<file path="config.mk">
export PLATFORM = sky130hd
export DESIGN_NAME = rcs_div
export DESIGN_NICKNAME = d
export VERILOG_FILES = /design/src/sv/rcs_pkg.sv /design/src/sv/rcs_div.sv
export SDC_FILE = /design/constraint.sdc
export NUM_CORES = 1
export LEC_CHECK = 0
export ABC_AREA = 1
export BUFFER_PORTS_ARGS = -buffer_cell sky130_fd_sc_hd__buf_2
export CORE_UTILIZATION = 46
export DETAILED_ROUTE_END_ITERATION = 7
export PLACE_DENSITY = 0.7
export REMOVE_ABC_BUFFERS = 1
export SYNTH_ARGS = -nofsm -noshare
export SYNTH_HDL_FRONTEND = slang
export SYNTH_SLANG_ARGS = --single-unit
</file>
<file path="constraint.sdc">
create_clock -name clk -period 3.75 [get_ports clk]
set_input_delay 0.9375 -clock clk [delete_from_list [all_inputs] [get_ports clk]]
set_output_delay 0.9375 -clock clk [all_outputs]
set_load 0.01 [all_outputs]
</file>
<file path="src/sv/rcs_pkg.sv">
`default_nettype none
// ---------------------------------------------------------------------------
// rcs_pkg
// Shared widths for the rectangle clip and scale block.
// ---------------------------------------------------------------------------
package rcs_pkg;
  localparam int SIZE_BITS = 14;
  // Product d*B is below 2^28; doubled plus S fits in 30 bits.
  localparam int NUM_BITS = 2 * SIZE_BITS + 2;
  localparam int DEN_BITS = SIZE_BITS + 1;
  // Quotient never exceeds B, so SIZE_BITS + 1 bits are enough.
  localparam int QUO_BITS = SIZE_BITS + 1;
endpackage
`default_nettype wire

</file>
<file path="src/sv/rcs_div.sv">
`default_nettype none
// ---------------------------------------------------------------------------
// rcs_div
// Pipelined restoring divider: one quotient bit per stage, QUO_BITS stages.
// The quotient is known to fit in QUO_BITS bits, so the search starts there.
// ---------------------------------------------------------------------------
module rcs_div (
  input  wire logic                          clk,
  input  wire logic [rcs_pkg::NUM_BITS-1:0]  num,
  input  wire logic [rcs_pkg::DEN_BITS-1:0]  den,
  output logic      [rcs_pkg::QUO_BITS-1:0]  quo
);
  localparam int NB = rcs_pkg::NUM_BITS;
  localparam int DB = rcs_pkg::DEN_BITS;
  localparam int QB = rcs_pkg::QUO_BITS;
  localparam int RB = DB + 1;

  // Stage k holds the partial remainder, the numerator bits still to shift
  // in and the quotient bits found so far.
  logic [RB-1:0] rem  [QB+1];
  logic [NB-1:0] low  [QB+1];
  logic [DB-1:0] dvs  [QB+1];
  logic [QB-1:0] qacc [QB+1];

  // Entry: upper NB-QB numerator bits are already a remainder below den.
  always_comb begin
    rem[0]  = RB'(num[NB-1:QB]);
    low[0]  = num;
    dvs[0]  = den;
    qacc[0] = '0;
  end

  for (genvar k = 0; k < QB; k++) begin : g_stage
    logic [RB-1:0] trial;
    logic          fits;
    always_comb begin
      trial = {rem[k][RB-2:0], low[k][QB-1-k]};
      fits  = trial >= RB'(dvs[k]);
    end
    always_ff @(posedge clk) begin
      rem[k+1]  <= fits ? trial - RB'(dvs[k]) : trial;
      low[k+1]  <= low[k];
      dvs[k+1]  <= dvs[k];
      qacc[k+1] <= {qacc[k][QB-2:0], fits};
    end
  end

  assign quo = qacc[QB];
endmodule
`default_nettype wire

</file>
==> impl_metrics.prom <==
# TYPE chip_impl_metric gauge
chip_impl_info{name="min-delay-path-class",value="reg -> reg"} 1
chip_impl_metric{name="finalSetupTns",unit="ns"} 0
chip_impl_info{name="tritoncts",value="done"} 1
chip_impl_metric{name="std_cell_rows",unit=""} 93
chip_impl_metric{name="cp_data_required_time",unit="ns"} 4.25
chip_impl_metric{name="floorplan.initialDensity",unit="%"} 46.5
chip_impl_metric{name="buffer_ports.inserted",unit=""} 60
chip_impl_metric{name="fin_area",unit="um2"} 33400
chip_impl_metric{name="synth_cell_types",unit=""} 33
chip_impl_metric{name="grt_first_pass_wirelength",unit="um"} 109000
chip_impl_metric{name="grt_max_degree",unit=""} 26
chip_impl_metric{name="cellPowerDensity",unit="nW/um2"} 900
chip_impl_metric{name="drc_markers",unit=""} 0
chip_impl_metric{name="cts-buffers-inserted",unit=""} 69
chip_impl_metric{name="post_route_cells_drive_above_1_share",unit="%"} 5.53
chip_impl_metric{name="final_nets",unit=""} 4517
chip_impl_metric{name="postCtsSetupBuffers",unit=""} 0
chip_impl_metric{name="gr-usage-all-layers",unit="%"} 20.1
chip_impl_metric{name="ioPinCount",unit=""} 61
chip_impl_metric{name="vdd_ir_drop_max",unit="mV"} 0.323
chip_impl_metric{name="mappedNetlistArea",unit="um2"} 29900
chip_impl_metric{name="worst_pin_slew",unit="ns"} 0.444
chip_impl_metric{name="grt_remaining_overflow",unit=""} 0
chip_impl_metric{name="syn-mean-instance-area",unit="um2"} 7.22
chip_impl_metric{name="path_clk_slew",unit="ns"} 0.06
chip_impl_metric{name="setup-violations-final",unit=""} 0
chip_impl_metric{name="dieArea",unit="um2"} 66100
chip_impl_metric{name="cap_violations",unit=""} 0
chip_impl_metric{name="drv_slew",unit=""} 0
chip_impl_metric{name="wire_per_inst",unit="um"} 12.8
chip_impl_metric{name="die_width",unit="um"} 257
chip_impl_metric{name="fmax",unit="MHz"} 416
chip_impl_metric{name="clockBufferDepth",unit=""} 3
chip_impl_metric{name="floorplan.core_area",unit="um2"} 64300
chip_impl_info{name="timing_worst_setup_path_type",value="reg -> reg"} 1
chip_impl_metric{name="max-slew-margin-rel",unit="%"} 70.3
chip_impl_metric{name="placed_area",unit="um2"} 30900
chip_impl_metric{name="cts_sinks",unit=""} 645
chip_impl_metric{name="hpwl",unit="um"} 51800
chip_impl_metric{name="sequential_fraction_of_the_synthesis_area",unit="%"} 43.1
chip_impl_info{name="yosysTopAreaCell",value="sky130_fd_sc_hd__dfxtp_1"} 1
chip_impl_metric{name="synth_seq_cells",unit=""} 645
chip_impl_metric{name="cts_resized",unit=""} 0
chip_impl_metric{name="leakagePower",unit="nW"} 18.7
chip_impl_metric{name="ys_warn_count",unit=""} 0
chip_impl_metric{name="clock_latency",unit="ns"} 0.61
chip_impl_metric{name="fin_crit_sh",unit="%"} 64.1
chip_impl_metric{name="critical_path.max_fanout",unit=""} 19
chip_impl_info{name="run_status",value="completed"} 1
chip_impl_metric{name="fin_util",unit="%"} 51.8
chip_impl_info{name="timing.critical_path.to_type",value="flip-flop"} 1
chip_impl_metric{name="antenna_violations_before_repair",unit=""} 0
chip_impl_metric{name="areaGrowthSynthToFinish",unit="%"} 11.5
chip_impl_info{name="worstSetupStartpointType",value="flip-flop"} 1
chip_impl_metric{name="cts.hold.buffers_added",unit=""} 0
chip_impl_metric{name="worst_hold_slack",unit="ns"} 0.319
chip_impl_metric{name="cts.htree.levels",unit=""} 3
chip_impl_info{name="cts.root.buffer_cell",value="sky130_fd_sc_hd__clkbuf_16"} 1
chip_impl_metric{name="via_count_of_the_first_global_routing_pass",unit=""} 22700
chip_impl_info{name="grt_setup_unrepaired",value="no"} 1
chip_impl_metric{name="netlist_instances",unit=""} 4143
chip_impl_metric{name="drt-vias-per-instance",unit=""} 4.64
chip_impl_metric{name="route.vias.total",unit=""} 23900
chip_impl_metric{name="worstPathArrival",unit="ns"} 2.90
chip_impl_metric{name="routabilityCongestion",unit=""} 0.916
chip_impl_metric{name="final.setup_skew",unit="ns"} 0.0331
chip_impl_metric{name="fraction_of_post_synthesis_cell_area_in_the_top_cell_type_by_area",unit="%"} 43.1
chip_impl_metric{name="timing.final.hold_violations",unit=""} 0
chip_impl_metric{name="detailedRoute.firstPassIterationCount",unit=""} 6
chip_impl_metric{name="drt_iter0_drc",unit=""} 1386
chip_impl_metric{name="diodes",unit=""} 0
chip_impl_metric{name="ant_nets",unit=""} 0
chip_impl_metric{name="wirelength",unit="um"} 65800
chip_impl_info{name="synth.top_cells.by_area",value="sky130_fd_sc_hd__dfxtp_1 43%, sky130_fd_sc_hd__nand2_1 19%, sky130_fd_sc_hd__inv_1 10%"} 1
chip_impl_metric{name="dieHeight",unit="um"} 257
chip_impl_metric{name="timing.final.crit_period",unit="ns"} 2.40
[per-layer routing]
layer	global-route usage, %	vias to the layer above	share of wire [%]
met2	34.6	485	47
met1	25.1	10500	46
met3	2.73	132	4.1
met4	8.80	0	3.6
li1	-	12700	-
met5	0	-	0
[Yosys cell counts]
| library cell | n |
|---|---|
| sky130_fd_sc_hd__a21oi_1 | 85 |
| sky130_fd_sc_hd__a21oi_2 | 1 |
| sky130_fd_sc_hd__a21oi_4 | 1 |
| sky130_fd_sc_hd__and2_1 | 42 |
| sky130_fd_sc_hd__buf_4 | 29 |
| sky130_fd_sc_hd__buf_6 | 13 |
| sky130_fd_sc_hd__buf_8 | 1 |
| sky130_fd_sc_hd__dfxtp_1 | 645 |
| sky130_fd_sc_hd__fa_1 | 14 |
| sky130_fd_sc_hd__ha_1 | 225 |
| sky130_fd_sc_hd__inv_1 | 816 |
| sky130_fd_sc_hd__inv_2 | 12 |
| sky130_fd_sc_hd__nand2_1 | 1483 |
| sky130_fd_sc_hd__nand2_2 | 16 |
| sky130_fd_sc_hd__nand3_1 | 269 |
| sky130_fd_sc_hd__nand3_2 | 6 |
| sky130_fd_sc_hd__nand3_4 | 2 |
| sky130_fd_sc_hd__nand3b_1 | 28 |
| sky130_fd_sc_hd__nand4_1 | 59 |
| sky130_fd_sc_hd__nand4_2 | 2 |
| sky130_fd_sc_hd__nor2_1 | 231 |
| sky130_fd_sc_hd__nor2_2 | 3 |
| sky130_fd_sc_hd__nor3_1 | 3 |
| sky130_fd_sc_hd__nor3_2 | 1 |
| sky130_fd_sc_hd__nor3_4 | 1 |
| sky130_fd_sc_hd__o21a_1 | 1 |
| sky130_fd_sc_hd__o21ai_0 | 40 |
| sky130_fd_sc_hd__o21ai_1 | 16 |
| sky130_fd_sc_hd__or2_0 | 3 |
| sky130_fd_sc_hd__or2_1 | 2 |
| sky130_fd_sc_hd__or2_2 | 21 |
| sky130_fd_sc_hd__xnor2_1 | 4 |
| sky130_fd_sc_hd__xor2_1 | 68 |
[state kept, by name, indices dropped and copies added (netlist names)]
register and cells:
g_stage.trial 224, quo 15, qacc 105, dvs 210, low 91
[metrics by stage]
step | setup WS [ns] | total power, mW | instances
detailed placement | 0.984 | 22.9 | 5016
CTS | 1.33 | 30.2 | 5142
global route | 1.13 | 32.7 | 5142
global placement | 1.01 | 22.8 | 5016
finish | 1.35 | 30.0 | 5142
floorplan | 1.26 | 19.6 | 4100
[final timing paths]
check / to / startpoint / slack [ns] / cells past startpoint
hold reg to reg: qacc[36] / qacc[50] / 0.32 / 0
hold / removal: qacc[36] / qacc[50] / 0.32 / 0
setup / recovery: g_stage[13].trial[10] / dvs[45] / 1.35 / 12
setup reg to reg: g_stage[13].trial[10] / dvs[45] / 1.35 / 12
[cell usage in the layout, fill, tap and decap left out, types with 3 or more instances in the layout]
master and instances:
sky130_fd_sc_hd__nor2_1 231, sky130_fd_sc_hd__inv_1 816, sky130_fd_sc_hd__fa_1 14, sky130_fd_sc_hd__nor3_1 3, sky130_fd_sc_hd__dfxtp_1 645, sky130_fd_sc_hd__o21ai_1 16, sky130_fd_sc_hd__clkinvlp_4 3, sky130_fd_sc_hd__inv_2 12
sky130_fd_sc_hd__xor2_1 68, sky130_fd_sc_hd__buf_2 60, sky130_fd_sc_hd__or2_2 21, sky130_fd_sc_hd__nand4_1 59, sky130_fd_sc_hd__nand2_1 1483, sky130_fd_sc_hd__clkbuf_8 12, sky130_fd_sc_hd__nand3_1 269, sky130_fd_sc_hd__bufinv_16 8
sky130_fd_sc_hd__clkinv_2 7, sky130_fd_sc_hd__o21ai_0 40, sky130_fd_sc_hd__nand3b_1 28, sky130_fd_sc_hd__clkbuf_16 73, sky130_fd_sc_hd__and2_1 42, sky130_fd_sc_hd__or2_0 3, sky130_fd_sc_hd__nand2_2 16, sky130_fd_sc_hd__nor2_2 3
sky130_fd_sc_hd__ha_1 225, sky130_fd_sc_hd__xnor2_1 4, sky130_fd_sc_hd__clkbuf_1 16, sky130_fd_sc_hd__nand3_2 6, sky130_fd_sc_hd__a21oi_1 85
[kinds of logic after synthesis]
family                   count (synthesis)  share of synthesized area [%]
AND/OR/NAND/NOR                       2172                           30.3
AO/OA/AOI/OAI                          144                           2.47
XOR/XNOR                                72                           2.11
flip-flops                             645                           43.1
buffers and inverters                  871                           11.7
adder cells (fa/ha/maj)                239                           10.3
[worst max-delay path, cell delays in order, from the launching register on]
cell and delay [ns]:
sky130_fd_sc_hd__dfxtp_1 0.34, sky130_fd_sc_hd__ha_1 0.24, sky130_fd_sc_hd__fa_1 0.37, sky130_fd_sc_hd__inv_1 0.11, sky130_fd_sc_hd__nand2_1 0.08, sky130_fd_sc_hd__nand2_1 0.09
sky130_fd_sc_hd__nand3_1 0.10, sky130_fd_sc_hd__nand3_1 0.12, sky130_fd_sc_hd__nand2_1 0.07, sky130_fd_sc_hd__nand2_2 0.34, sky130_fd_sc_hd__inv_2 0.24, sky130_fd_sc_hd__nand2_1 0.15
sky130_fd_sc_hd__nand2_1 0.06
[where the power goes]
group	leakage (nW)	internal, mW	switching [mW]
combinational	12.1	4.60	8.41
clock	1.18	4.38	2.74
sequential	5.44	8.85	1.04
[cell type report]
class	instances	area, um2
fillers	6173	31000
inverters	828	3110
well taps	855	1070
multi-input cells	2627	13500
clock buffers	101	2050
repair buffers	61	308
flip-flops and latches	645	12900
clock inverters	25	377
Note: power is estimated with default switching activity, not from simulation.
